`src/rtl/fpr_pkg.sv`:
```
// ----------------------------------------------------------------------------
// Frame pacing rate meter package
// Shared widths, defaults and request codes of the frame pacing rate meter.
// ----------------------------------------------------------------------------
`default_nettype none

package fpr_pkg;

    localparam int WINDOW_DEF          = 120;
    localparam int UPDATE_INTERVAL_DEF = 60;

    localparam int STAMP_W    = 32;
    localparam int WAIT_W     = 11;
    localparam int RATE_W     = 21;
    localparam int OUT_DATA_W = WAIT_W + RATE_W;

    // Rate division: numerator 20000*(len-1) + span, denominator 2*span.
    localparam int DIV_W       = 33;
    localparam int RATE_NUM_MS = 20000;

    // Expected window time is len*50/3 ms; division by 3 uses a reciprocal.
    localparam int FRAME_MS_X3 = 50;
    localparam int RECIP3      = 21846;
    localparam int RECIP3_SH   = 16;

    localparam logic FUNC_QUERY    = 1'b0;
    localparam logic FUNC_REGISTER = 1'b1;

endpackage

`default_nettype wire

```
`src/rtl/frame_pacing_rate_meter.sv`:
```
// ----------------------------------------------------------------------------
// Frame pacing rate meter
// A query gives its result after the issue, read and done states; so does a
// frame registration, except one that measures the rate, where the 33-step
// serial divider sets the pace. One request is handled at a time and another
// is accepted once the meter has returned to idle after the result is issued;
// a stalled result holds the meter in its done state.
// Reset empties the window and clears the counters and the measured rate at
// once; the timestamp RAM needs no clearing pass.
// ----------------------------------------------------------------------------
`default_nettype none

module frame_pacing_rate_meter #(
    parameter int WINDOW          = fpr_pkg::WINDOW_DEF,
    parameter int UPDATE_INTERVAL = fpr_pkg::UPDATE_INTERVAL_DEF
) (
    input  wire logic                            clk,
    input  wire logic                            rst_n,
    input  wire logic                            s_axis_tvalid,
    output logic                                 s_axis_tready,
    input  wire logic [fpr_pkg::STAMP_W-1:0]     s_axis_tdata,  // now_ms
    input  wire logic                            s_axis_tuser,  // func
    output logic                                 m_axis_tvalid,
    input  wire logic                            m_axis_tready,
    output logic      [fpr_pkg::OUT_DATA_W-1:0]  m_axis_tdata,  // wait_ms, rate_tenths
    output logic                                 m_axis_tuser   // rate_valid
);

    import fpr_pkg::*;

    localparam int SLOT_W  = $clog2(WINDOW);
    localparam int FILL_W  = $clog2(WINDOW + 1);
    localparam int SUM_W   = FILL_W + 1;
    localparam int TALLY_W = $clog2(UPDATE_INTERVAL + 1);
    localparam int PROD_W  = $clog2(WINDOW * FRAME_MS_X3 + 1);
    localparam int EXP_W   = $clog2(WINDOW * FRAME_MS_X3 / 3 + 1);
    localparam int SCL_W   = PROD_W + RECIP3_SH;

    localparam logic [DIV_W-1:0]  NUM_BASE = DIV_W'(RATE_NUM_MS * (WINDOW - 1));
    localparam logic [WAIT_W-1:0] WAIT_MAX = '1;
    localparam logic [RATE_W-1:0] RATE_MAX = '1;

    localparam logic [2:0] S_IDLE  = 3'd0;
    localparam logic [2:0] S_ISSUE = 3'd1;
    localparam logic [2:0] S_READ  = 3'd2;
    localparam logic [2:0] S_DIV   = 3'd3;
    localparam logic [2:0] S_DONE  = 3'd4;

    logic [2:0]         state_reg, state_next;
    logic               func_reg, func_next;
    logic [STAMP_W-1:0] now_reg, now_next;
    logic [SLOT_W-1:0]  ws_reg, ws_next;
    logic [FILL_W-1:0]  fill_reg, fill_next;
    logic [TALLY_W-1:0] tally_reg, tally_next;
    logic               meas_reg, meas_next;
    logic [RATE_W-1:0]  rate_reg, rate_next;
    logic               seen_reg, seen_next;
    logic [WAIT_W-1:0]  wait_reg, wait_next;
    logic [EXP_W-1:0]   expected_reg, expected_next;
    logic               out_valid_reg, out_valid_next;
    logic [WAIT_W-1:0]  out_wait_reg, out_wait_next;
    logic [RATE_W-1:0]  out_rate_reg, out_rate_next;
    logic               out_seen_reg, out_seen_next;

    logic               in_acc;
    logic               out_free;
    logic [SLOT_W-1:0]  ws_inc;
    logic [SUM_W-1:0]   oldest_wide;
    logic [SLOT_W-1:0]  oldest;
    logic [FILL_W-1:0]  fill_after;
    logic [TALLY_W:0]   tally_inc;
    logic               hit;
    logic [PROD_W-1:0]  prod;
    logic [SCL_W-1:0]   scaled;
    logic [STAMP_W-1:0] elapsed;
    logic [STAMP_W-1:0] exp_ext;
    logic [STAMP_W-1:0] wait_diff;
    logic [WAIT_W-1:0]  wait_calc;
    logic [STAMP_W-1:0] span;

    logic               ram_we;
    logic [SLOT_W-1:0]  ram_raddr;
    logic [STAMP_W-1:0] ram_rdata;

    logic               div_start;
    logic               div_done;
    logic [DIV_W-1:0]   div_q;

    fpr_ram #(
        .WIDTH (STAMP_W),
        .DEPTH (WINDOW)
    ) u_stamp_ram (
        .clk   (clk),
        .we    (ram_we),
        .waddr (ws_reg),
        .wdata (now_reg),
        .raddr (ram_raddr),
        .rdata (ram_rdata)
    );

    fpr_div #(
        .W (DIV_W)
    ) u_div (
        .clk      (clk),
        .rst_n    (rst_n),
        .start    (div_start),
        .num      (NUM_BASE + {1'b0, span}),
        .den      ({span, 1'b0}),
        .done     (div_done),
        .quotient (div_q)
    );

    assign s_axis_tready = (state_reg == S_IDLE);
    assign in_acc        = s_axis_tvalid && s_axis_tready;
    assign out_free      = !out_valid_reg || m_axis_tready;

    assign ws_inc = (ws_reg == SLOT_W'(WINDOW - 1)) ? '0 : ws_reg + SLOT_W'(1);

    always_comb
    begin
        if (SUM_W'(ws_reg) >= SUM_W'(fill_reg))
        begin
            oldest_wide = SUM_W'(ws_reg) - SUM_W'(fill_reg);
        end
        else
        begin
            oldest_wide = SUM_W'(ws_reg) + SUM_W'(WINDOW) - SUM_W'(fill_reg);
        end
    end
    assign oldest = oldest_wide[SLOT_W-1:0];

    assign fill_after = (fill_reg == FILL_W'(WINDOW)) ? fill_reg : fill_reg + FILL_W'(1);
    assign tally_inc  = (TALLY_W + 1)'(tally_reg) + (TALLY_W + 1)'(1);
    assign hit        = (tally_inc >= (TALLY_W + 1)'(UPDATE_INTERVAL));

    assign prod   = PROD_W'(fill_reg) * PROD_W'(FRAME_MS_X3);
    assign scaled = SCL_W'(prod) * SCL_W'(RECIP3);

    assign elapsed   = now_reg - ram_rdata;
    assign exp_ext   = STAMP_W'(expected_reg);
    assign wait_diff = (exp_ext > elapsed) ? exp_ext - elapsed : '0;
    assign wait_calc = (wait_diff > STAMP_W'(WAIT_MAX)) ? WAIT_MAX : wait_diff[WAIT_W-1:0];
    assign span      = now_reg - ram_rdata;

    assign ram_we    = (state_reg == S_ISSUE) && (func_reg == FUNC_REGISTER);
    assign ram_raddr = (func_reg == FUNC_REGISTER) ? ws_inc : oldest;

    always_comb
    begin
        state_next    = state_reg;
        func_next     = func_reg;
        now_next      = now_reg;
        ws_next       = ws_reg;
        fill_next     = fill_reg;
        tally_next    = tally_reg;
        meas_next     = meas_reg;
        rate_next     = rate_reg;
        seen_next     = seen_reg;
        wait_next     = wait_reg;
        expected_next = expected_reg;
        out_wait_next = out_wait_reg;
        out_rate_next = out_rate_reg;
        out_seen_next = out_seen_reg;
        div_start     = 1'b0;
        out_valid_next = m_axis_tready ? 1'b0 : out_valid_reg;

        unique case (state_reg)
            S_IDLE:
            begin
                if (in_acc)
                begin
                    func_next  = s_axis_tuser;
                    now_next   = s_axis_tdata;
                    state_next = S_ISSUE;
                end
            end
            S_ISSUE:
            begin
                expected_next = scaled[RECIP3_SH +: EXP_W];
                meas_next     = 1'b0;
                if (func_reg == FUNC_REGISTER)
                begin
                    ws_next    = ws_inc;
                    fill_next  = fill_after;
                    tally_next = hit ? '0 : tally_inc[TALLY_W-1:0];
                    meas_next  = hit && (fill_after == FILL_W'(WINDOW));
                end
                state_next = S_READ;
            end
            S_READ:
            begin
                if (func_reg == FUNC_QUERY)
                begin
                    wait_next  = (fill_reg == '0) ? '0 : wait_calc;
                    state_next = S_DONE;
                end
                else
                begin
                    wait_next = '0;
                    if (meas_reg && (span != '0))
                    begin
                        div_start  = 1'b1;
                        state_next = S_DIV;
                    end
                    else
                    begin
                        state_next = S_DONE;
                    end
                end
            end
            S_DIV:
            begin
                if (div_done)
                begin
                    rate_next  = (div_q > DIV_W'(RATE_MAX)) ? RATE_MAX : div_q[RATE_W-1:0];
                    seen_next  = 1'b1;
                    state_next = S_DONE;
                end
            end
            S_DONE:
            begin
                if (out_free)
                begin
                    out_valid_next = 1'b1;
                    out_wait_next  = wait_reg;
                    out_rate_next  = rate_reg;
                    out_seen_next  = seen_reg;
                    state_next     = S_IDLE;
                end
            end
            default:
            begin
                state_next = S_IDLE;
            end
        endcase
    end

    always_ff @(posedge clk or negedge rst_n)
    begin
        if (!rst_n)
        begin
            state_reg     <= S_IDLE;
            ws_reg        <= '0;
            fill_reg      <= '0;
            tally_reg     <= '0;
            meas_reg      <= 1'b0;
            rate_reg      <= '0;
            seen_reg      <= 1'b0;
            out_valid_reg <= 1'b0;
        end
        else
        begin
            state_reg     <= state_next;
            ws_reg        <= ws_next;
            fill_reg      <= fill_next;
            tally_reg     <= tally_next;
            meas_reg      <= meas_next;
            rate_reg      <= rate_next;
            seen_reg      <= seen_next;
            out_valid_reg <= out_valid_next;
        end
    end

    always_ff @(posedge clk)
    begin
        func_reg     <= func_next;
        now_reg      <= now_next;
        wait_reg     <= wait_next;
        expected_reg <= expected_next;
        out_wait_reg <= out_wait_next;
        out_rate_reg <= out_rate_next;
        out_seen_reg <= out_seen_next;
    end

    assign m_axis_tvalid = out_valid_reg;
    assign m_axis_tdata  = {out_rate_reg, out_wait_reg};
    assign m_axis_tuser  = out_seen_reg;

endmodule

`default_nettype wire

```
`src/rtl/fpr_ram.sv`:
```
// ----------------------------------------------------------------------------
// Generic synchronous RAM
// One write port and one read port, read data registered.
// ----------------------------------------------------------------------------
`default_nettype none

module fpr_ram #(
    parameter int WIDTH = 32,
    parameter int DEPTH = 120,
    localparam int ADDR_W = (DEPTH > 1) ? $clog2(DEPTH) : 1
) (
    input  wire logic              clk,
    input  wire logic              we,
    input  wire logic [ADDR_W-1:0] waddr,
    input  wire logic [WIDTH-1:0]  wdata,
    input  wire logic [ADDR_W-1:0] raddr,
    output logic      [WIDTH-1:0]  rdata
);

    logic [WIDTH-1:0] mem [DEPTH];

    always_ff @(posedge clk)
    begin
        if (we)
        begin
            mem[waddr] <= wdata;
        end
        rdata <= mem[raddr];
    end

endmodule

`default_nettype wire

```
`src/rtl/fpr_div.sv`:
```
// ----------------------------------------------------------------------------
// Frame pacing rate meter divider
// Restoring unsigned divider, one quotient bit per cycle.
// ----------------------------------------------------------------------------
`default_nettype none

module fpr_div #(
    parameter int W = fpr_pkg::DIV_W
) (
    input  wire logic         clk,
    input  wire logic         rst_n,
    input  wire logic         start,
    input  wire logic [W-1:0] num,
    input  wire logic [W-1:0] den,
    output logic              done,
    output logic      [W-1:0] quotient
);

    import fpr_pkg::*;

    localparam int CNT_W = $clog2(W + 1);

    logic             busy_reg, busy_next;
    logic             done_reg, done_next;
    logic [CNT_W-1:0] cnt_reg, cnt_next;
    logic [W-1:0]     rem_reg, rem_next;
    logic [W-1:0]     quo_reg, quo_next;
    logic [W-1:0]     den_reg, den_next;
    logic [W:0]       rem_shift;
    logic [W+1:0]     diff;

    assign rem_shift = {rem_reg, quo_reg[W-1]};
    assign diff      = {1'b0, rem_shift} - {2'b00, den_reg};

    always_comb
    begin
        busy_next = busy_reg;
        done_next = 1'b0;
        cnt_next  = cnt_reg;
        rem_next  = rem_reg;
        quo_next  = quo_reg;
        den_next  = den_reg;
        if (start)
        begin
            busy_next = 1'b1;
            cnt_next  = '0;
            rem_next  = '0;
            quo_next  = num;
            den_next  = den;
        end
        else if (busy_reg)
        begin
            if (diff[W+1])
            begin
                rem_next = rem_shift[W-1:0];
            end
            else
            begin
                rem_next = diff[W-1:0];
            end
            quo_next = {quo_reg[W-2:0], ~diff[W+1]};
            cnt_next = cnt_reg + CNT_W'(1);
            if (cnt_reg == CNT_W'(W - 1))
            begin
                busy_next = 1'b0;
                done_next = 1'b1;
            end
        end
    end

    always_ff @(posedge clk or negedge rst_n)
    begin
        if (!rst_n)
        begin
            busy_reg <= 1'b0;
            done_reg <= 1'b0;
            cnt_reg  <= '0;
        end
        else
        begin
            busy_reg <= busy_next;
            done_reg <= done_next;
            cnt_reg  <= cnt_next;
        end
    end

    always_ff @(posedge clk)
    begin
        rem_reg <= rem_next;
        quo_reg <= quo_next;
        den_reg <= den_next;
    end

    assign done     = done_reg;
    assign quotient = quo_reg;

endmodule

`default_nettype wire

```
`config.mk`:
```
export PLATFORM = sky130hd
export DESIGN_NAME = frame_pacing_rate_meter
export DESIGN_NICKNAME = d
export VERILOG_FILES = /design/src/rtl/fpr_pkg.sv /design/src/rtl/frame_pacing_rate_meter.sv /design/src/rtl/fpr_ram.sv /design/src/rtl/fpr_div.sv
export SDC_FILE = /design/constraint.sdc
export NUM_CORES = 2
export LEC_CHECK = 0
export ABC_AREA = 1
export BUFFER_PORTS_ARGS = -buffer_cell sky130_fd_sc_hd__buf_4
export CORE_MARGIN = 4
export CORE_UTILIZATION = 39
export DETAILED_ROUTE_END_ITERATION = 6
export PLACE_DENSITY = 0.53
export SYNTH_ARGS = -nofsm -noshare
export SYNTH_HDL_FRONTEND = slang
export SYNTH_SLANG_ARGS = --single-unit
```
`constraint.sdc`:
```
create_clock -name clk -period 8.9 [get_ports clk]
set_input_delay 0.445 -clock clk [delete_from_list [all_inputs] [get_ports clk]]
set_output_delay 0.445 -clock clk [all_outputs]
set_load 0.1 [all_outputs]
```
======== Word level (Yosys, flattened, before mapping) ========
Memories as Yosys holds them, arrays and structs flattened. A register that Yosys moved wholly into a read port is not among the register bits.
Cells that the tools add are included.
storage, ports and cells
  register bits after elaboration ......... 241
  bits in writable memories ............... 3840
  input port bits ......................... 37
  logic and storage cells ................. 102
  memories kept ........................... 1
memory list
  memory           depth  width  read ports  clocked after Yosys merged registers in  write ports  line           RTL
  u_stamp_ram.mem  120    32     1           1                                        1            fpr_ram.sv:20  logic [WIDTH-1:0] mem [DEPTH];
cells by class
  add/subtract/negate cells ............... 11
  multipliers ............................. 2
  order comparisons ....................... 5
  equality and inequality tests ........... 11
  multiplexer cells ....................... 34
  bitwise logic cells ..................... 1
  reductions and logical operators ........ 16
operators by type and width
  cell                                                                    count
  33-bit two-way mux                                                      3
  34-bit by 33-bit subtractor with 35-bit output                          1
  22-bit by 32-bit adder with 33-bit output, first input constant         1
  33-bit by 21-bit > comparator with 1-bit output, second input constant  1
  11-bit by 32-bit > comparator with 1-bit output                         1
  32-bit by 11-bit > comparator with 1-bit output, second input constant  1
  32-bit two-way mux                                                      1
  32-bit nonzero test                                                     1
  11-bit by 32-bit subtractor with 32-bit output                          1
  32-bit subtractor                                                       1
  7-bit two-way mux                                                       4
  12-bit by 14-bit multiplier with 25-bit output, second input constant   1
  7-bit == test, second input constant                                    3
  21-bit two-way mux                                                      1
  6-bit two-way mux                                                       3
  1-bit two-way mux                                                       15
  3-bit two-way mux                                                       5
  3-bit case mux with 5 select lines                                      1
  7-bit by 1-bit adder with 7-bit output, second input constant           2
  7-bit subtractor                                                        2
  7-bit by 5-bit multiplier with 12-bit output, second input constant     1
  11-bit two-way mux                                                      1
  2-bit AND reduction                                                     4
  6-bit by 1-bit adder with 7-bit output, second input constant           1
  other kinds (19)                                                        24

======== Longest topological paths before layout ========
  word-level depth ........................ 7
  gate-level depth with buffers ........... 36

======== Hierarchy ========
Synthesis repeated with hierarchy kept, for this count alone.
second synthesis, totals
  cell total of the unflattened synthesis .. 15744
  area, all modules ....................... 176257.8 µm²
modules (own cells, without submodules)
  module                   instances  cells an instance  area an instance (µm²)  sequential area each (µm²)
  fpr_ram                  1          12960              155736.9                115951.2
  frame_pacing_rate_meter  1          1756               13357.8                 3818.7
  fpr_div                  1          1028               7163.1                  2842.7

======== Worst setup path before layout ========
OpenSTA, ideal clock, no wires.
  path type ............................... register to register
  start point ............................. register fill_reg[3]
  end point ............................... register expected_reg[7], data pin
  arrival time ............................ 6.821 ns
  slack ................................... 1.814 ns
  stages on the path, launching flop included .. 35
  buffers on the path ..................... 0
  period minus slack after synthesis ...... 7.086 ns
  cells stage by stage .................... dfrtp_1 inv_1 ha_1 ha_1 inv_1 fa_1 inv_1 ha_1 nand3_1 nand2_1 a21oi_1 o21ai_0 a21oi_1 nor2_1 nor2_1 xnor2_1 ha_1 ha_1 inv_1 fa_1 inv_1 fa_1 inv_1 fa_1 inv_1 ha_1 nand2_1 nor2_1 nand4_1 o21ai_0 nand2_1 o21ai_0 a31oi_1 o21ai_0 xor2_1
between the ends
  cells in the longest elaborated chain, start to end .. 2
RTL lines
  element                                         line                            RTL
  start: declaration                              frame_pacing_rate_meter.sv:53   logic [FILL_W-1:0] fill_reg, fill_next;
  start signal: assignment                        frame_pacing_rate_meter.sv:255  fill_reg <= fill_next;
  7-bit by 5-bit multiplier with 12-bit output    frame_pacing_rate_meter.sv:136  assign prod = PROD_W'(fill_reg) * PROD_W'(FRAME_MS_X3);
  12-bit by 14-bit multiplier with 25-bit output  frame_pacing_rate_meter.sv:137  assign scaled = SCL_W'(prod) * SCL_W'(RECIP3);
  via scaled[23]                                  frame_pacing_rate_meter.sv:74   logic [SCL_W-1:0] scaled;
  end signal: assignment                          frame_pacing_rate_meter.sv:269  expected_reg <= expected_next;
  end: declaration                                frame_pacing_rate_meter.sv:59   logic [EXP_W-1:0] expected_reg, expected_next;
The timed path passes the listed nets, and every way through them passes these cells.
A chain may end at the register's enable or synchronous reset.

======== Worst setup path in the final report ========
  start point ............................. register fill_reg[2]
  end point ............................... register expected_reg[7], data pin
The elaborated chain is that of the path after synthesis.

==> out/summary.txt <==
root buf cell -> clkbuf_16
RSZ-0062 raised after global routing -> no
gpl congestion -> 0.8617
Clk pin slew, worst setup/hold paths -> 0.06 ns
max reg flops -> 3840
post-synthesis sequential area ratio -> 71.74%
reg2reg path depth -> 34
Core Util, Final -> 44.25%
YS warnings -> 0
Max FO, Critical Path -> 6
worst r2r src -> fill_reg[2]$_DFFE_PN0P_
total CTS buffers -> 432
fin area -> 192700 sq um
critical register-to-register path endpoint -> expected_reg[7]$_DFFE_PN_
global-route usage over all layers -> 22.98%
min Tclk post-route -> 7.968 ns
clock tree buffer depth -> 4
DRT Wirelength -> 534.2 mm
Final Hold Fails -> 0
io pins -> 72
Fillers -> 39.68k
Min Hold Slack -> 0.1464 ns
Die Y -> 669.9 um
DR WL/cell -> 27.18 um
Initial Util -> 39.24%
Syn Nets -> 13.85k
footprint of the multi-input gates -> 43810 sq um
die area -> 448800 sq um
CP Data Required Time -> 9.61 ns
worst min path class -> input port to async pin
Worst R2R Setup Slack -> 0.93 ns
Crit. Startpoint -> fill_reg[2]$_DFFE_PN0P_
post-synthesis instance area -> 170900 sq um
# resized after CTS -> 0
Final #Nets -> 13.84k
worst path arrival time -> 8.68 ns
clock network latency to the later pin of the worst-skew pair -> 1.00 ns
# rows -> 242
Max stage delay on crit path -> 0.55 ns
Worst Setup EP -> expected_reg[7]$_DFFE_PN_
#FFs+latches synth -> 4113
Max transition margin -> 21.09%
post-detail-place hpwl -> 294.4 mm
MaxCap Viol Count -> 0
Setup CP Type -> register to register
post-DR vias/cell -> 5.693
Area Growth Syn to Fin -> 12.76%
H-tree Lvls -> 5
Setup TNS -> 0 ns
Setup Fix Bufs, Post-CTS -> 0
Post-synth EDFFs -> 3993
DR pass1 iterations -> 5
CP Capture Type -> register
synth top area cells -> edfxtp_1, o21ai_0, nor2_1, nand2_1, o211ai_1
final setup fails -> 0
Crit-path slowest cell -> dfrtp_1
vias in the first global route -> 105.4k
CORE AREA -> 435400 sq um
register area -> 122600 sq um
CTS Sinks -> 4113
Tightest Pin Transition -> 1.181 ns
asr flop ratio synth -> 1.337%
Yosys cell types -> 63
Final ANT Viol Nets -> 0
CTS tree -> done
post-synth top area share -> 70.17%
Syn Area/Cell -> 12.59 sq um
pin count of the biggest net entering global routing -> 175
CP dominant cell by count -> inv_1
layout cells sized above 1 -> 8.908%
CP Launch Type -> register
DR DRC count -> 0
DRT iter0 DRCs -> 12.76k
post-synth top area cell -> edfxtp_1
Post-synth top flop -> edfxtp_1
port buffer count -> 71
period utilization -> 89.53%
antenna violations before repair -> 30
Via Count -> 111.9k
die width -> 669.9 um
Post-DP Area -> 179000 sq um
# hold bufs at CTS -> 36
fmax -> 0.1255 GHz
Setup Skew -> 0.07622 ns
outcome -> finished clean
Mapped Cells -> 13.57k
first-pass GRT wire length -> 764.9 mm
total gr overflow -> 0
Max Slew Vio Count -> 0
metrics by stage:
stage	setup WS (ns)	instances
3_5_place_dp	0.8743	18830
3_3_place_gp	0.7108	18830
5_1_grt	0.3467	19640
6_report	0.9321	19660
4_1_cts	0.8951	19640
2_1_floorplan	1.814	13570
worst max-delay path: cells and delay by family, from the launching register on:
family / cells / cell delay, ns
compound gates: 7 / 1.44
xor+xnor: 2 / 0.39
fa+ha+maj: 10 / 4.00
buf+inv: 7 / 0.50
flops: 1 / 0.55
simple gates: 8 / 0.83
final cells by class:
type | count | share of cell area, %
Multi-Input combinational cell | 8099 | 22.74
Antenna cell | 14 | 0.01818
Timing Repair Buffer | 445 | 2.060
Sequential cell | 4113 | 63.63
Inverter | 476 | 0.9417
Clock buffer | 562 | 6.001
Clock inverter | 214 | 0.8910
Tap cell | 5734 | 3.724
layout by cell type (no fill, tap or decap), types with 48 or more instances in the layout:
cell / Yosys / final
a21oi_1: 155 / 154
buf_4: 45 / 366
clkbuf_1: 604 / 115
clkbuf_16: 0 / 442
clkinv_1: 3 / 101
clkinv_2: 0 / 65
dfrtp_1: 55 / 55
dfxtp_1: 65 / 65
edfxtp_1: 3993 / 3993
fa_1: 48 / 48
ha_1: 192 / 192
inv_1: 458 / 457
nand2_1: 1096 / 1093
nand3_1: 650 / 644
nor2_1: 2110 / 1988
nor2_4: 8 / 130
o211ai_1: 434 / 434
o21ai_0: 2088 / 2088
o21bai_1: 232 / 232
o221ai_1: 226 / 226
o22ai_1: 499 / 499
xor2_1: 68 / 68
cell usage after synthesis (13+ instances only):
master    number
a21oi_1      155
a31oi_1       17
buf_1         27
buf_2        201
buf_4         45
clkbuf_1     604
dfrtp_1       55
dfxtp_1       65
edfxtp_1    3993
fa_1          48
ha_1         192
inv_1        458
inv_2         15
nand2_1     1096
nand2_2       29
nand3_1      650
nand4_1       36
nor2_1      2110
nor2_2        13
nor3_1        21
o211ai_1     434
o21ai_0     2088
o21bai_1     232
o221ai_1     226
o22ai_1      499
or2_2         45
xnor2_1       30
xor2_1        68
cell families (layout without fill, tap and decap cells):
kind of cell             after synthesis  in the layout  synth area share (%)
AO/OA/AOI/OAI                       3708           3708                 12.81
XOR/XNOR                              98             98                0.5023
adder cells (fa/ha/maj)              240            240                 1.968
buffers and inverters               1359           1697                 3.260
flip-flops                          4113           4113                 71.74
other                                  0             14                     0
AND/OR/NAND/NOR                     4053           4053                 9.716
how the worst min path moves through the flow:
stage | from | to | slack [ns] | depth (start not counted)
6_report | rst_n | rate_reg[20]$_DFFE_PN0P_ | 0.15 | 2
5_1_grt | s_axis_tdata[9] | now_reg[9]$_DFFE_PP_ | 0.14 | 2
4_1_cts | s_axis_tdata[14] | now_reg[14]$_DFFE_PP_ | 0.07 | 2
3_5_place_dp | wait_reg[9]$_SDFFCE_PP0N_ | out_wait_reg[9]$_DFFE_PP_ | 0.42 | 0
3_3_place_gp | wait_reg[0]$_SDFFCE_PP0N_ | out_wait_reg[0]$_DFFE_PP_ | 0.43 | 0
2_1_floorplan | rst_n | fill_reg[0]$_DFFE_PN0P_ | 0.15 | 0
layer usage:
layer | GRT usage, % | part of all wire (%) | up-vias
met5 | 0 | 0.016 | -
met4 | 7.105 | 3.2 | 14
met3 | 2.958 | 7.0 | 753
met2 | 36.00 | 46 | 4017
met1 | 33.37 | 44 | 56980
li1 | - | - | 50140
Power is not shown: default switching activity piles up to over one toggle a cycle in this logic, so the estimate is an artifact.
